### src/mpwd_pkg.sv
// ----------------------------------------------------------------------------
// mpwd_pkg
// Shared constants, codes and types of the Manchester pulse-width decoder.
// ----------------------------------------------------------------------------
package mpwd_pkg;

    // decoded shift register width, the low 32 bits are reported
    localparam int DATA_BITS  = 32;
    localparam int OUT_DATA_W = 32;

    localparam int DUR_W      = 15;
    localparam int CNT_W      = 6;
    localparam int STATUS_W   = 3;
    localparam int PHASE_W    = 2;
    localparam int CFG_IDX_W  = 2;

    localparam logic [CNT_W-1:0] CNT_MAX = '1;

    // configuration register indexes
    localparam logic [CFG_IDX_W-1:0] CFG_HALF_BIT = 2'd0;
    localparam logic [CFG_IDX_W-1:0] CFG_FULL_BIT = 2'd1;
    localparam logic [CFG_IDX_W-1:0] CFG_TOL      = 2'd2;

    localparam logic [DUR_W-1:0] RST_HALF_BIT = 15'd416;
    localparam logic [DUR_W-1:0] RST_FULL_BIT = 15'd833;
    localparam logic [DUR_W-1:0] RST_TOL      = 15'd105;

    // frame status codes
    localparam logic [STATUS_W-1:0] ST_OK          = 3'd0;
    localparam logic [STATUS_W-1:0] ST_BAD_START   = 3'd1;
    localparam logic [STATUS_W-1:0] ST_BAD_SECOND  = 3'd2;
    localparam logic [STATUS_W-1:0] ST_ENDS_LOW    = 3'd3;
    localparam logic [STATUS_W-1:0] ST_BAD_WIDTH   = 3'd4;

    // decoder phases
    localparam logic [PHASE_W-1:0] PH_START  = 2'd0;
    localparam logic [PHASE_W-1:0] PH_EDGE   = 2'd1;
    localparam logic [PHASE_W-1:0] PH_SECOND = 2'd2;
    localparam logic [PHASE_W-1:0] PH_SKIP   = 2'd3;

    // queue between classifier and decoder
    localparam int FIFO_DEPTH = 4;
    localparam int FIFO_AW    = $clog2(FIFO_DEPTH);

    typedef struct packed {
        logic level;
        logic last;
        logic filler;
        logic half;
        logic full;
    } t_pulse_cls;

    typedef struct packed {
        logic full;
        logic empty;
    } t_fifo_st;

    // n - tol < d < n + tol, evaluated without wrap
    function automatic logic in_window(input logic [DUR_W-1:0] d,
                                       input logic [DUR_W-1:0] n,
                                       input logic [DUR_W-1:0] tol);
        logic [DUR_W:0] d_plus;
        logic [DUR_W:0] n_plus;
        d_plus = {1'b0, d} + {1'b0, tol};
        n_plus = {1'b0, n} + {1'b0, tol};
        return (d_plus > {1'b0, n}) && ({1'b0, d} < n_plus);
    endfunction

endpackage

### src/manchester_pulse_width_decoder.sv
// ----------------------------------------------------------------------------
// manchester_pulse_width_decoder
// Decodes Manchester frames from measured line pulses, one result per frame.
// ----------------------------------------------------------------------------
//  channel  dir  handshake            payload
//  s_       in   s_tvalid / s_tready  tdata: level, duration; tlast: frame end
//  m_       out  m_tvalid / m_tready  tdata: status, frame_data, bit_count
//  cfg      in   i_cfg_valid / o_cfg_ready  index, 15-bit value
//
//  one pulse per cycle sustained; a pulse reaches the decoder through a
//  four-entry queue once written there, a result appears the cycle after its
//  frame-end pulse is decoded. s_tready drops only when the queue is full,
//  which happens only while a result waits on m_tready. synchronous reset
//  clears the queue, decoder state and result slot and restores the timings.
// ----------------------------------------------------------------------------
module manchester_pulse_width_decoder (
    input  logic                             i_clk,
    input  logic                             i_rst_n,
    input  logic                             s_tvalid,
    output logic                             s_tready,
    input  logic [15:0]                      s_tdata,   // [0] pulse_level, [15:1] pulse_duration
    input  logic                             s_tlast,   // frame_end
    output logic                             m_tvalid,
    input  logic                             m_tready,
    output logic [47:0]                      m_tdata,   // [2:0] status, [34:3] frame_data,
                                                        // [40:35] bit_count, [47:41] zero
    input  logic                             i_cfg_valid,
    output logic                             o_cfg_ready,
    input  logic [mpwd_pkg::CFG_IDX_W-1:0]   i_cfg_index,
    input  logic [mpwd_pkg::DUR_W-1:0]       i_cfg_data
);

    mpwd_pkg::t_pulse_cls          w_cls_in;
    mpwd_pkg::t_pulse_cls          w_cls_out;
    mpwd_pkg::t_fifo_st            w_fifo_st;
    logic                          w_push;
    logic                          w_pop;
    logic [mpwd_pkg::STATUS_W-1:0]   w_status;
    logic [mpwd_pkg::OUT_DATA_W-1:0] w_frame_data;
    logic [mpwd_pkg::CNT_W-1:0]      w_bit_count;

    assign o_cfg_ready = 1'b1;
    assign s_tready    = !w_fifo_st.full;
    assign w_push      = s_tvalid && s_tready;

    mpwd_front u_front (
        .i_clk       (i_clk),
        .i_rst_n     (i_rst_n),
        .i_cfg_we    (i_cfg_valid),
        .i_cfg_index (i_cfg_index),
        .i_cfg_data  (i_cfg_data),
        .i_level     (s_tdata[0]),
        .i_duration  (s_tdata[15:1]),
        .i_last      (s_tlast),
        .o_cls       (w_cls_in)
    );

    mpwd_fifo u_fifo (
        .i_clk   (i_clk),
        .i_rst_n (i_rst_n),
        .i_push  (w_push),
        .i_din   (w_cls_in),
        .i_pop   (w_pop),
        .o_dout  (w_cls_out),
        .o_st    (w_fifo_st)
    );

    mpwd_back u_back (
        .i_clk        (i_clk),
        .i_rst_n      (i_rst_n),
        .i_valid      (!w_fifo_st.empty),
        .i_cls        (w_cls_out),
        .o_pop        (w_pop),
        .o_valid      (m_tvalid),
        .i_ready      (m_tready),
        .o_status     (w_status),
        .o_frame_data (w_frame_data),
        .o_bit_count  (w_bit_count)
    );

    assign m_tdata = {7'd0, w_bit_count, w_frame_data, w_status};

    // decoder never pulls from an empty queue
    a_pop_nonempty: assert property (@(posedge i_clk) disable iff (!i_rst_n)
        w_pop |-> !w_fifo_st.empty)
        else $error("pop from empty queue");

    // failed frames report no data and no count
    a_err_clears: assert property (@(posedge i_clk) disable iff (!i_rst_n)
        (m_tvalid && (w_status != mpwd_pkg::ST_OK)) |->
        ((w_frame_data == '0) && (w_bit_count == '0)))
        else $error("error result carries data");

    a_status_range: assert property (@(posedge i_clk) disable iff (!i_rst_n)
        m_tvalid |-> (w_status <= mpwd_pkg::ST_BAD_WIDTH))
        else $error("status out of range");

    // an empty queue after reset leaves no result
    a_reset_quiet: assert property (@(posedge i_clk)
        !i_rst_n |=> !m_tvalid)
        else $error("result right after reset");

endmodule

### src/mpwd_front.sv
// ----------------------------------------------------------------------------
// mpwd_front
// Holds the timing registers and classifies each incoming pulse.
// ----------------------------------------------------------------------------
module mpwd_front (
    input  logic                              i_clk,
    input  logic                              i_rst_n,
    input  logic                              i_cfg_we,
    input  logic [mpwd_pkg::CFG_IDX_W-1:0]    i_cfg_index,
    input  logic [mpwd_pkg::DUR_W-1:0]        i_cfg_data,
    input  logic                              i_level,
    input  logic [mpwd_pkg::DUR_W-1:0]        i_duration,
    input  logic                              i_last,
    output mpwd_pkg::t_pulse_cls              o_cls
);

    logic [mpwd_pkg::DUR_W-1:0] r_half_bit;
    logic [mpwd_pkg::DUR_W-1:0] r_full_bit;
    logic [mpwd_pkg::DUR_W-1:0] r_tol;

    always_ff @(posedge i_clk) begin
        if (!i_rst_n) begin
            r_half_bit <= mpwd_pkg::RST_HALF_BIT;
            r_full_bit <= mpwd_pkg::RST_FULL_BIT;
            r_tol      <= mpwd_pkg::RST_TOL;
        end else if (i_cfg_we) begin
            case (i_cfg_index)
                mpwd_pkg::CFG_HALF_BIT: r_half_bit <= i_cfg_data;
                mpwd_pkg::CFG_FULL_BIT: r_full_bit <= i_cfg_data;
                mpwd_pkg::CFG_TOL:      r_tol      <= i_cfg_data;
                default: ;
            endcase
        end
    end

    always_comb begin
        o_cls.level  = i_level;
        o_cls.last   = i_last;
        // zero-length low pulse at frame end pads the frame
        o_cls.filler = i_last && !i_level && (i_duration == '0);
        o_cls.half   = mpwd_pkg::in_window(i_duration, r_half_bit, r_tol);
        o_cls.full   = mpwd_pkg::in_window(i_duration, r_full_bit, r_tol);
    end

endmodule

### src/mpwd_fifo.sv
// ----------------------------------------------------------------------------
// mpwd_fifo
// Short queue of classified pulses between classifier and decoder.
// ----------------------------------------------------------------------------
module mpwd_fifo (
    input  logic                  i_clk,
    input  logic                  i_rst_n,
    input  logic                  i_push,
    input  mpwd_pkg::t_pulse_cls  i_din,
    input  logic                  i_pop,
    output mpwd_pkg::t_pulse_cls  o_dout,
    output mpwd_pkg::t_fifo_st    o_st
);

    localparam int AW = mpwd_pkg::FIFO_AW;

    mpwd_pkg::t_pulse_cls r_mem [mpwd_pkg::FIFO_DEPTH];
    logic [AW-1:0]        r_wr_ptr;
    logic [AW-1:0]        r_rd_ptr;
    logic [AW:0]          r_count;

    always_ff @(posedge i_clk) begin
        if (i_push) begin
            r_mem[r_wr_ptr] <= i_din;
        end
    end

    always_ff @(posedge i_clk) begin
        if (!i_rst_n) begin
            r_wr_ptr <= '0;
            r_rd_ptr <= '0;
            r_count  <= '0;
        end else begin
            if (i_push) begin
                r_wr_ptr <= r_wr_ptr + 1'b1;
            end
            if (i_pop) begin
                r_rd_ptr <= r_rd_ptr + 1'b1;
            end
            case ({i_push, i_pop})
                2'b10:   r_count <= r_count + 1'b1;
                2'b01:   r_count <= r_count - 1'b1;
                default: r_count <= r_count;
            endcase
        end
    end

    assign o_dout   = r_mem[r_rd_ptr];
    assign o_st.full  = (r_count == (AW+1)'(mpwd_pkg::FIFO_DEPTH));
    assign o_st.empty = (r_count == '0);

endmodule

### src/mpwd_back.sv
// ----------------------------------------------------------------------------
// mpwd_back
// Frame decoder state machine with a registered result slot.
// ----------------------------------------------------------------------------
module mpwd_back (
    input  logic                               i_clk,
    input  logic                               i_rst_n,
    input  logic                               i_valid,
    input  mpwd_pkg::t_pulse_cls               i_cls,
    output logic                               o_pop,
    output logic                               o_valid,
    input  logic                               i_ready,
    output logic [mpwd_pkg::STATUS_W-1:0]      o_status,
    output logic [mpwd_pkg::OUT_DATA_W-1:0]    o_frame_data,
    output logic [mpwd_pkg::CNT_W-1:0]         o_bit_count
);

    localparam int DB = mpwd_pkg::DATA_BITS;

    logic [mpwd_pkg::PHASE_W-1:0]    r_phase,   n_phase;
    logic                            r_bit,     n_bit;
    logic                            r_pending, n_pending;
    logic [DB-1:0]                   r_shift,   n_shift;
    logic [mpwd_pkg::CNT_W-1:0]      r_count,   n_count;
    logic [mpwd_pkg::STATUS_W-1:0]   r_err,     n_err;

    logic                            r_out_valid;
    logic [mpwd_pkg::STATUS_W-1:0]   r_out_status;
    logic [mpwd_pkg::OUT_DATA_W-1:0] r_out_data;
    logic [mpwd_pkg::CNT_W-1:0]      r_out_count;

    logic        w_slot_free;
    logic        w_shift_en;
    logic        w_shift_bit;
    logic        w_emit;
    logic [63:0] w_shift_ext;

    assign w_slot_free = !r_out_valid || i_ready;
    // pulses that close no frame never wait on the result slot
    assign o_pop  = i_valid && (!i_cls.last || w_slot_free);
    assign w_emit = o_pop && i_cls.last;

    always_comb begin
        n_phase     = r_phase;
        n_bit       = r_bit;
        n_pending   = r_pending;
        n_err       = r_err;
        w_shift_en  = 1'b0;
        w_shift_bit = r_bit;
        case (r_phase)
            mpwd_pkg::PH_START: begin
                if (i_cls.filler || !(i_cls.level && i_cls.half)) begin
                    n_err   = mpwd_pkg::ST_BAD_START;
                    n_phase = mpwd_pkg::PH_SKIP;
                end else begin
                    n_phase = mpwd_pkg::PH_EDGE;
                end
            end
            mpwd_pkg::PH_EDGE: begin
                if (i_cls.filler) begin
                    n_phase = r_phase;
                end else if (i_cls.half) begin
                    if (i_cls.last) begin
                        // lone trailing half-bit must be high
                        if (!i_cls.level) begin
                            n_err   = mpwd_pkg::ST_ENDS_LOW;
                            n_phase = mpwd_pkg::PH_SKIP;
                        end
                    end else begin
                        n_pending = i_cls.level;
                        n_phase   = mpwd_pkg::PH_SECOND;
                    end
                end else if (i_cls.full) begin
                    n_bit       = !r_bit;
                    w_shift_en  = 1'b1;
                    w_shift_bit = !r_bit;
                end else begin
                    n_err   = mpwd_pkg::ST_BAD_WIDTH;
                    n_phase = mpwd_pkg::PH_SKIP;
                end
            end
            mpwd_pkg::PH_SECOND: begin
                if (i_cls.filler) begin
                    if (!r_pending) begin
                        n_err   = mpwd_pkg::ST_ENDS_LOW;
                        n_phase = mpwd_pkg::PH_SKIP;
                    end
                end else if (!i_cls.half) begin
                    n_err   = mpwd_pkg::ST_BAD_SECOND;
                    n_phase = mpwd_pkg::PH_SKIP;
                end else begin
                    w_shift_en  = 1'b1;
                    w_shift_bit = r_bit;
                    n_phase     = mpwd_pkg::PH_EDGE;
                end
            end
            default: begin
                n_phase = r_phase;
            end
        endcase

        n_shift = r_shift;
        n_count = r_count;
        if (w_shift_en) begin
            n_shift = {r_shift[DB-2:0], w_shift_bit};
            if (r_count != mpwd_pkg::CNT_MAX) begin
                n_count = r_count + 1'b1;
            end
        end
    end

    assign w_shift_ext = 64'(n_shift);

    always_ff @(posedge i_clk) begin
        if (!i_rst_n) begin
            r_phase   <= mpwd_pkg::PH_START;
            r_bit     <= 1'b1;
            r_pending <= 1'b0;
            r_shift   <= '0;
            r_count   <= '0;
            r_err     <= mpwd_pkg::ST_OK;
        end else if (w_emit) begin
            r_phase   <= mpwd_pkg::PH_START;
            r_bit     <= 1'b1;
            r_pending <= 1'b0;
            r_shift   <= '0;
            r_count   <= '0;
            r_err     <= mpwd_pkg::ST_OK;
        end else if (o_pop) begin
            r_phase   <= n_phase;
            r_bit     <= n_bit;
            r_pending <= n_pending;
            r_shift   <= n_shift;
            r_count   <= n_count;
            r_err     <= n_err;
        end
    end

    always_ff @(posedge i_clk) begin
        if (!i_rst_n) begin
            r_out_valid <= 1'b0;
        end else if (w_emit) begin
            r_out_valid <= 1'b1;
        end else if (i_ready) begin
            r_out_valid <= 1'b0;
        end
    end

    always_ff @(posedge i_clk) begin
        if (w_emit) begin
            r_out_status <= n_err;
            if (n_err == mpwd_pkg::ST_OK) begin
                r_out_data  <= w_shift_ext[mpwd_pkg::OUT_DATA_W-1:0];
                r_out_count <= n_count;
            end else begin
                r_out_data  <= '0;
                r_out_count <= '0;
            end
        end
    end

    assign o_valid      = r_out_valid;
    assign o_status     = r_out_status;
    assign o_frame_data = r_out_data;
    assign o_bit_count  = r_out_count;

endmodule
### config.mk
export PLATFORM = sky130hd
export DESIGN_NAME = manchester_pulse_width_decoder
export DESIGN_NICKNAME = d
export VERILOG_FILES = /design/src/mpwd_pkg.sv /design/src/manchester_pulse_width_decoder.sv /design/src/mpwd_front.sv /design/src/mpwd_fifo.sv /design/src/mpwd_back.sv
export SDC_FILE = /design/constraint.sdc
export NUM_CORES = 1
export LEC_CHECK = 0
export ABC_AREA = 1
export BUFFER_PORTS_ARGS = -buffer_cell sky130_fd_sc_hd__buf_2
export CAP_MARGIN = 5
export CORE_MARGIN = 4
export CORE_UTILIZATION = 40
export DETAILED_ROUTE_END_ITERATION = 16
export HOLD_SLACK_MARGIN = 0.03
export PLACE_DENSITY_LB_ADDON = 0.15
export SLEW_MARGIN = 20
export SYNTH_ARGS = -nofsm -noshare
export SYNTH_HDL_FRONTEND = slang
export SYNTH_SLANG_ARGS = --single-unit
### constraint.sdc
create_clock -name i_clk -period 5.23 [get_ports i_clk]
set_input_delay 0.523 -clock i_clk [delete_from_list [all_inputs] [get_ports i_clk]]
set_output_delay 0.523 -clock i_clk [all_outputs]
set_load 0.1 [all_outputs]
==> impl_metrics.env, run 1 <==
export IMPL_rr_worst_depth=18
export IMPL_clk_pin_slew_ns=0.08
export IMPL_synthToLayoutAreaGrowth_pct=11.4
export IMPL_num_io_pins=90
export IMPL_yosysMostFrequentCell="nand2_1"
export IMPL_via_per_inst=4.93
export IMPL_synth_area_sq_um=10700
export IMPL_synth_mux_area_share_pct=0
export IMPL_die_h_microns=172
export IMPL_fin_cells=1824
export IMPL_max_clock_freq_mhz=261
export IMPL_hpwlAfterDp_microns=20000
export IMPL_hp_class="in2reg"
export IMPL_min_path_cells=3
export IMPL_post_cts_resized=0
export IMPL_ctsHoldBuffers=0
export IMPL_fill_cells=2670
export IMPL_start_kind="flip-flop"
export IMPL_finalCritPeriodShare_pct=73.3
export IMPL_worst_slew_pin_slew_ns=1.01
export IMPL_yosys_top_cells_count="nand2_1, inv_1, ha_1"
export IMPL_nets=1632
export IMPL_initial_core_util_pct=40.9
export IMPL_grt_pass1_wl_microns=43200
export IMPL_diodes=0
export IMPL_cts_tree="built"
export IMPL_setup_violations=0
export IMPL_seq_area_sq_um=3830
export IMPL_fin_ws_ns=1.40
export IMPL_crit_type="reg2reg"
export IMPL_worst_path_max_fanout=4
export IMPL_synth_area_leaders="dfxtp_1, edfxtp_1, ha_1, nand2_1, inv_1"
export IMPL_cts_sinks=161
export IMPL_ys_ff_latch=161
export IMPL_r2r_start="u_front.r_tol[1]"
export IMPL_yosysSeqAreaShare_pct=35.8
export IMPL_clock_path_buffers=2
export IMPL_synth_top_cell_area_share_pct=18.7
export IMPL_synth_top_family_by_area="simple AND/OR/NAND/NOR gates"
export IMPL_syn_avg_cell_area_sq_um=7.59
export IMPL_critical_path_endpoint_type="flip-flop"
export IMPL_overflow=0
export IMPL_crit_path_frequent_cell="nand2_1"
export IMPL_slew_headroom_pct=32.5
export IMPL_wl_microns=26600
export IMPL_r2r_end="u_fifo.r_mem[3][1]"
export IMPL_synth_edf_count=61
export IMPL_fp_dieW_microns=172
export IMPL_whs_endpoint="u_front.r_tol[2]"
export IMPL_yosys_area_share_simple_pct=21.1
export IMPL_powerDensity_nw_per_um2=563
export IMPL_synthXorXnorAreaFrac_pct=3.27
export IMPL_numCtsBuffers=17
export IMPL_coreArea_sq_um=26200
export IMPL_antenna_found_initial=1
export IMPL_core_rowCount=59
export IMPL_grt_max_degree=71
export IMPL_htreeDepth=4
export IMPL_leakagePower_nw=6.00
export IMPL_ir_worst_vdd_mv=0.374
export IMPL_slew_violations=0
export IMPL_postSynth_asyncResetShare_pct=0
export IMPL_drc=0
export IMPL_drive_above_1_share_pct=11.9
export IMPL_synth_cells=1411
export IMPL_clockRootBuffer="clkbuf_16"
export IMPL_crit_start="u_front.r_tol[1]"
export IMPL_slowest_stage="fa_1"
export IMPL_path_cells="inv_1, fa_1, inv_1, a21oi_1, o21ai_0, a21boi_0, o21ai_0, nand2_1, nand2_1, xnor2_1, ha_1, nand2_1, nor2_1, a211oi_1, nor2_1, nor2_1, nand2_1, a21oi_1"
export IMPL_multiInputGateArea_sq_um=5770
export IMPL_drt_iter0_drc=634
export IMPL_drtAntennaViolNets=0
export IMPL_hold_start="i_cfg_data[2]"
export IMPL_ys_types=44
export IMPL_cap_violations=0
export IMPL_critical_path_arrival_ns=4.05
export IMPL_wl_per_cell_microns=14.6
export IMPL_io_buffers=81
export IMPL_dpl_cell_count=1792
export IMPL_rsz0062_at_grt="no"
export IMPL_dieArea_sq_um=29500
export IMPL_grt_pass1_vias=8291
export IMPL_tns_ns=0
export IMPL_place_congestion=0.878
export IMPL_final_util_pct=45.5
export IMPL_synth_ff_type="dfxtp_1"
export IMPL_clk_latency_ns=0.43
export IMPL_synthAdderAreaFrac_pct=14.0
export IMPL_period_needed_ns=3.83
export IMPL_ys_warnings_count=0
export IMPL_track_usage_pct=18.5
export IMPL_pre_cts_slack_ns=1.40
export IMPL_yosysTopAreaCell="dfxtp_1"
export IMPL_hold_violations=0
export IMPL_status="complete, no violations"
export IMPL_synth_compound_area_share_pct=15.2
export IMPL_firstDrtPassIters=6
export IMPL_post_cts_buffers=0
export IMPL_cpPeakStageDelay_ns=0.47
export IMPL_vias=8993
export IMPL_required_ns=5.45
export IMPL_worst_r2r_setup_slack_ns=1.40
export IMPL_finClkSkew_ns=0.0148
==> layout by cell type, fill, tap and decap left out, types with 8 or more instances in the layout <==
master / instances
nor2_1: 86
nand2_1: 302
xnor2_1: 13
dfxtp_1: 100
nor2_2: 22
o21ai_0: 108
nand4_1: 8
a21oi_1: 106
o211ai_1: 9
conb_1: 8
buf_2: 81
ha_1: 113
o21bai_1: 11
edfxtp_1: 61
o21ai_1: 18
xor2_1: 27
inv_1: 226
o21ai_2: 15
clkbuf_16: 17
nor3_1: 13
nand3_1: 62
==> kinds of logic (layout without fill, tap and decap cells) <==
logic type	count (synthesis)	in the layout
buf+inv	276	348
simple gates	525	525
compound gates	290	290
xor+xnor	40	40
other cells	2	8
fa+ha+maj	117	117
flops	161	161
==> worst max path at each step <==
stage	endpoint
after floorplan	u_fifo.r_mem[0][0]
after global placement	u_fifo.r_mem[1][0]
after detailed placement	u_fifo.r_mem[1][1]
after CTS	u_fifo.r_mem[0][1]
after global routing	u_fifo.r_mem[3][1]
final	u_fifo.r_mem[3][1]
==> state kept, by name, summed over array words and instances, names as in the netlist, 3 cells and up, named ones only <==
register / count
u_back.o_bit_count: 6
u_back.r_err: 3
u_fifo.r_count: 3
u_back.o_frame_data: 32
u_back.r_shift: 32
u_front.r_tol: 15
u_back.r_count: 6
u_front.r_half_bit: 15
u_front.r_full_bit: 15
u_fifo.r_mem: 20
u_back.o_status: 3
==> worst max-delay path: cells and delay by family, from the launching register on <==
family                     cells  cell delay, ns
buffers and inverters          2            0.23
AOI/OAI and AO/OA              6            1.52
DFF                            1            0.41
adders and majority gates      2            0.72
xor gates and xnor gates       1            0.12
and+or+nand+nor                7            0.60
==> area by class of cell <==
cell class                      instances  share of cell area [%]
Clock buffer                           17                    3.57
Clock inverter                         15                    1.41
Inverter                              230                    7.24
Multi-Input combinational cell        980                    48.4
Sequential cell                       161                    32.1
Tap cell                              335                    3.51
Timing Repair Buffer                   86                    3.71
==> report_power, final <==
group / internal, W / switching, W / total, W
Combinational: 0.000816 / 0.00266 / 0.00347
Sequential: 0.00175 / 0.000213 / 0.00197
Clock: 0.000685 / 0.000586 / 0.00127
Total: 0.00325 / 0.00346 / 0.00671
==> layer usage <==
| layer | track usage (%) | vias up | routed length, microns |
|---|---|---|---|
| met1 | 27.5 | 4041 | 13400 |
| met5 | 0 | - | 13 |
| met4 | 5.61 | 2 | 499 |
| met3 | 3.38 | 29 | 1370 |
| li1 | - | 4718 | - |
| met2 | 27.4 | 203 | 11400 |
==> metrics by stage <==
stage / hold WS, ns / instance area [sq um] / total power (W)
6_report: 0.336 / 11900 / 0.00671
5_1_grt: 0.326 / 11900 / 0.00724
4_1_cts: 0.316 / 11900 / 0.00678
3_5_place_dp: 0.448 / 11300 / 0.00548
3_3_place_gp: 0.439 / 11300 / 0.00546
2_1_floorplan: 0.422 / 10700 / 0.00489
No activity file was read; power rests on OpenSTA's default activity.
==> run 2: changes to the inputs <==
Clock period 5.23 ns to 3.1 ns, I/O delays scaled along.
==> run 2 against run 1 <==
Effect of this change:
- largest cell class unchanged
- sequential share of layout area down 1.8 points
- routed wire length increased by 4.2%
- critical path depth grew 1
- the flow now finishes with violations (setup timing)
- worst setup slack got worse by 1.5 ns
- core utilization increased by 2.8 points
- sequential power up 68%
- combinational power grew 79%
==> impl_metrics.env, run 2 (synthesized netlist as in run 1, its figures left out) <==
export IMPL_finalCritPeriodShare_pct=102
export IMPL_status="finished, violations left"
export IMPL_slew_headroom_pct=45.2
export IMPL_start_kind="flip-flop"
export IMPL_drt_iter0_drc=570
export IMPL_wl_microns=27800
export IMPL_critical_path_arrival_ns=3.30
export IMPL_io_buffers=81
export IMPL_p_comb_share_pct=52.7
export IMPL_antenna_found_initial=1
export IMPL_period_needed_ns=3.16
export IMPL_via_per_inst=4.90
export IMPL_worst_path_max_fanout=4
export IMPL_drtAntennaViolNets=0
export IMPL_p_total_w=0.0118
export IMPL_grt_max_degree=53
export IMPL_grt_pass1_vias=8530
export IMPL_powerDensity_nw_per_um2=930
export IMPL_failed_checks="setup timing"
export IMPL_numCtsBuffers=17
export IMPL_nets=1698
export IMPL_cts_tree="built"
export IMPL_diodes=0
export IMPL_hold_violations=0
export IMPL_overflow=0
export IMPL_clock_path_buffers=2
export IMPL_num_io_pins=90
export IMPL_core_rowCount=59
export IMPL_initial_core_util_pct=40.9
export IMPL_pre_cts_slack_ns=-0.303
export IMPL_leakagePower_nw=6.38
export IMPL_place_congestion=0.882
export IMPL_clk_latency_ns=0.42
export IMPL_holdWs_ns=0.142
export IMPL_worst_slew_pin_slew_ns=0.822
export IMPL_fill_cells=2611
export IMPL_die_h_microns=172
export IMPL_wl_per_cell_microns=14.7
export IMPL_critical_path_endpoint_type="flip-flop"
export IMPL_hpwlAfterDp_microns=21100
export IMPL_fp_dieW_microns=172
export IMPL_grt_pass1_wl_microns=44700
export IMPL_firstDrtPassIters=5
export IMPL_rsz0062_at_grt="yes"
export IMPL_power_share_switching_pct=50.2
export IMPL_setup_violations=8
export IMPL_vias=9267
export IMPL_finClkSkew_ns=0.0175
export IMPL_final_cell_mix="nand2_1, inv_1, ha_1"
export IMPL_p_seq_share_pct=28.1
export IMPL_hp_class="in2reg"
export IMPL_final_common_cell="nand2_1"
export IMPL_slew_violations=0
export IMPL_multiInputGateArea_sq_um=5960
export IMPL_drc=0
export IMPL_clockRootBuffer="clkbuf_16"
export IMPL_p_int_w=0.00586
export IMPL_ir_worst_vdd_mv=0.799
export IMPL_power_switching_w=0.00591
export IMPL_track_usage_pct=19.0
export IMPL_dieArea_sq_um=29500
export IMPL_seq_area_sq_um=3840
export IMPL_synthToLayoutAreaGrowth_pct=18.3
export IMPL_clk_pin_slew_ns=0.08
export IMPL_cts_sinks=161
export IMPL_share_clk_of_total_power_pct=19.1
export IMPL_cap_violations=0
export IMPL_max_clock_freq_mhz=317
export IMPL_fin_ws_ns=-0.0555
export IMPL_drive_above_1_share_pct=17.9
export IMPL_htreeDepth=4
export IMPL_crit_type="reg2reg"
export IMPL_required_ns=3.24
export IMPL_coreArea_sq_um=26200
run 2: changes by cell type in the layout (fill, tap and decap cells not counted), sizes merged:
cell	previous run	this run
buf	86	152
bufinv	1	3
inv	240	236
clkinv	3	5
run 2: power groups by stage:
stage          Clock, W  Combinational, W  Sequential, W
6_report        0.00225           0.00621        0.00331
5_1_grt         0.00242           0.00688        0.00339
4_1_cts         0.00231           0.00618        0.00332
3_5_place_dp          0           0.00614        0.00336
3_3_place_gp          0           0.00611        0.00335
2_1_floorplan         0           0.00318        0.00507
run 2: cell type report:
type	instances	share of cell area, %
Clock buffer	17	3.36
Clock inverter	15	1.54
Inverter	230	6.82
Multi-Input combinational cell	980	47.0
Sequential cell	161	30.3
Tap cell	335	3.31
Timing Repair Buffer	152	7.61
run 2: repair_timing:
action                     4_1_cts  5_1_grt
pin swaps                        6       19
hold buffers                     0        0
gates resized for setup         17       37
setup endpoints to repair        8        8
buffers inserted                 0        4
run 2: worst paths after layout:
check | startpoint | to | slack [ns] | cells after the start
worst max-delay path | u_front.r_tol[1] | u_fifo.r_mem[3][1] | -0.06 | 19
worst min-delay path | i_cfg_data[0] | u_front.r_tol[0] | 0.14 | 3
worst max register to register | u_front.r_tol[1] | u_fifo.r_mem[3][1] | -0.06 | 19
worst min register to register | u_fifo.r_count[0] | u_fifo.r_count[0] | 0.45 | 1
run 2: routing by layer:
metal / vias up / GRT usage [%] / wire length, microns
met5: - / 0 / 0
met4: 0 / 3.72 / 323
met3: 21 / 2.87 / 1250
met2: 183 / 29.1 / 12200
met1: 4201 / 28.5 / 14000
li1: 4862 / - / -
run 2: stage by stage:
stage	TNS, ns	area, sq um	instances	util (%)
4_1_cts	0	12500	1886	47.6
3_5_place_dp	-2.20	11800	1854	45.1
2_1_floorplan	0	10700	1417	-
6_report	-0.261	12700	1890	48.3
5_1_grt	-1.36	12700	1890	48.3
3_3_place_gp	-1.72	11800	1854	45.1
run 2: critical path, stage by stage (launching register included):
cell	delay, ns
dfxtp_1	0.32
buf_4	0.15
ha_1	0.27
nand2_1	0.04
o21ai_0	0.15
buf_4	0.15
nand2_1	0.06
nand3_1	0.12
a21oi_2	0.09
o21bai_1	0.16
xor2_1	0.23
ha_1	0.31
a21oi_1	0.19
a21oi_2	0.08
a211oi_2	0.24
nand2_1	0.07
nand2_1	0.06
nand2_1	0.05
nand2_1	0.07
a21oi_2	0.07
==> run 3: changes to the inputs <==
Settings changed: CTS_BUF_LIST set to sky130_fd_sc_hd__clkbuf_4.
==> run 3 against run 2 <==
Effect of this change:
- the flow now finishes without violations
- hold slack worse by 0.063 ns
- sequential power about the same
- non-clock buffer count up 16
- routed wire length up 0.86%
- count of clock-buffer cells in the layout unchanged
- critical path type unchanged
- largest cell class unchanged
- highest routed layer unchanged
==> impl_metrics.env, run 3 (synthesized netlist as in run 1, its figures left out) <==
export IMPL_initial_core_util_pct=40.9
export IMPL_status="complete, no violations"
export IMPL_clk_latency_ns=0.56
export IMPL_nets=1714
export IMPL_hpwlAfterDp_microns=21100
export IMPL_final_common_cell="nand2_1"
export IMPL_powerDensity_nw_per_um2=870
export IMPL_wl_microns=28000
export IMPL_finalCritPeriodShare_pct=99.5
export IMPL_numCtsBuffers=17
export IMPL_max_clock_freq_mhz=324
export IMPL_ir_worst_vdd_mv=0.799
export IMPL_clockRootBuffer="clkbuf_4"
export IMPL_final_cell_mix="nand2_1, inv_1, ha_1"
export IMPL_core_rowCount=59
export IMPL_grt_pass1_wl_microns=44900
export IMPL_setup_violations=0
export IMPL_cts_sinks=161
export IMPL_cap_violations=0
export IMPL_dpl_cell_area_sq_um=11800
export IMPL_start_kind="flip-flop"
export IMPL_final_area_sq_um=12600
export IMPL_required_ns=3.38
export IMPL_num_io_pins=90
export IMPL_slew_headroom_pct=45.4
export IMPL_track_usage_pct=19.1
export IMPL_overflow=0
export IMPL_slew_violations=0
export IMPL_worst_path_max_fanout=4
export IMPL_worst_slew_pin_slew_ns=0.818
export IMPL_coreArea_sq_um=26200
export IMPL_rsz0062_at_grt="yes"
export IMPL_antenna_found_initial=2
export IMPL_firstDrtPassIters=5
export IMPL_cts_tree="built"
export IMPL_clock_path_buffers=2
export IMPL_fp_dieW_microns=172
export IMPL_period_needed_ns=3.09
export IMPL_place_congestion=0.882
export IMPL_via_per_inst=4.89
export IMPL_critical_path_arrival_ns=3.36
export IMPL_wl_per_cell_microns=14.7
export IMPL_vias=9324
export IMPL_finClkSkew_ns=0.0380
export IMPL_clk_pin_slew_ns=0.18
export IMPL_critical_path_endpoint_type="flip-flop"
export IMPL_hp_class="in2reg"
export IMPL_grt_pass1_vias=8606
export IMPL_holdWs_ns=0.0790
export IMPL_fill_cells=2640
export IMPL_grt_max_degree=53
export IMPL_drc=0
export IMPL_leakagePower_nw=6.32
export IMPL_drt_iter0_drc=603
export IMPL_drive_above_1_share_pct=18.9
export IMPL_htreeDepth=4
export IMPL_die_h_microns=172
export IMPL_crit_type="reg2reg"
export IMPL_hold_violations=0
export IMPL_dieArea_sq_um=29500
export IMPL_worst_r2r_setup_slack_ns=0.01
export IMPL_synthToLayoutAreaGrowth_pct=18.1
export IMPL_drtAntennaViolNets=0
export IMPL_io_buffers=81
[run 3: where the power goes]
| group | switching [W] | leakage (nW) | internal [W] | total [W] |
|---|---|---|---|---|
| clock | 0.000854 | 0.172 | 0.000588 | 0.00144 |
| sequential | 0.000353 | 1.41 | 0.00295 | 0.00330 |
| combinational | 0.00463 | 4.74 | 0.00163 | 0.00626 |
[run 3: layer usage]
metal	vias up	global-route usage (%)	share of wire (%)
li1	4888	-	-
met1	4219	28.6	50
met2	197	29.1	44
met3	20	3.08	4.8
met4	0	3.82	1.4
met5	-	0	0
[run 3: final cells by class]
cell class                 instances  area, sq um  share of cell area, %
antenna                            1         2.50                 0.0198
clock buffer                      17          128                   1.01
clock inverter                    15          195                   1.54
inverter                         230          866                   6.84
multi-input combinational        980         6070                   48.0
sequential                       161         3840                   30.4
tap                              335          419                   3.31
timing repair buffer             168         1130                   8.90
[run 3: final timing paths]
check / start / to / depth (start not counted)
setup reg to reg: u_front.r_tol[1] / u_fifo.r_mem[2][1] / 19
hold / removal: i_cfg_data[8] / u_front.r_half_bit[8] / 3
setup / recovery: u_front.r_tol[1] / u_fifo.r_mem[2][1] / 19
hold reg to reg: u_fifo.r_count[0] / u_fifo.r_count[0] / 1
[run 3: what timing repair did]
action,CTS,global route
setup endpoints to repair,8,8
resized for setup,48,32
pin swaps,24,28
cloned,0,0
setup buffers,2,1
hold endpoints to repair,37,0
hold buffers,17,0
[run 3: critical path: stages (launching register included)]
cell and delay, ns:
dfxtp_2 0.36, buf_4 0.14, ha_1 0.18, a21oi_1 0.14, o21ai_1 0.09, buf_4 0.15, nand2_2 0.06, nand3_2 0.09
a21oi_2 0.19, o21bai_1 0.11, xor2_1 0.25, ha_1 0.33, a21oi_2 0.16, a21oi_2 0.07, a211oi_2 0.17, nand2_1 0.07
nand2_1 0.06, nand2_1 0.06, nand2_2 0.07, a21oi_4 0.06
[run 3: through the flow]
stage | worst slack, ns | instances | util, % | setup TNS, ns | power (W)
6_report | 0.0144 | 1907 | 48.3 | 0 | 0.0110
3_3_place_gp | -0.226 | 1854 | 45.1 | -1.72 | 0.00946
5_1_grt | -0.125 | 1907 | 48.3 | -0.951 | 0.0119
2_1_floorplan | 0.0171 | 1417 | - | 0 | 0.00826
3_5_place_dp | -0.303 | 1854 | 45.1 | -2.20 | 0.00950
4_1_cts | -0.00997 | 1905 | 47.7 | -0.0329 | 0.0110
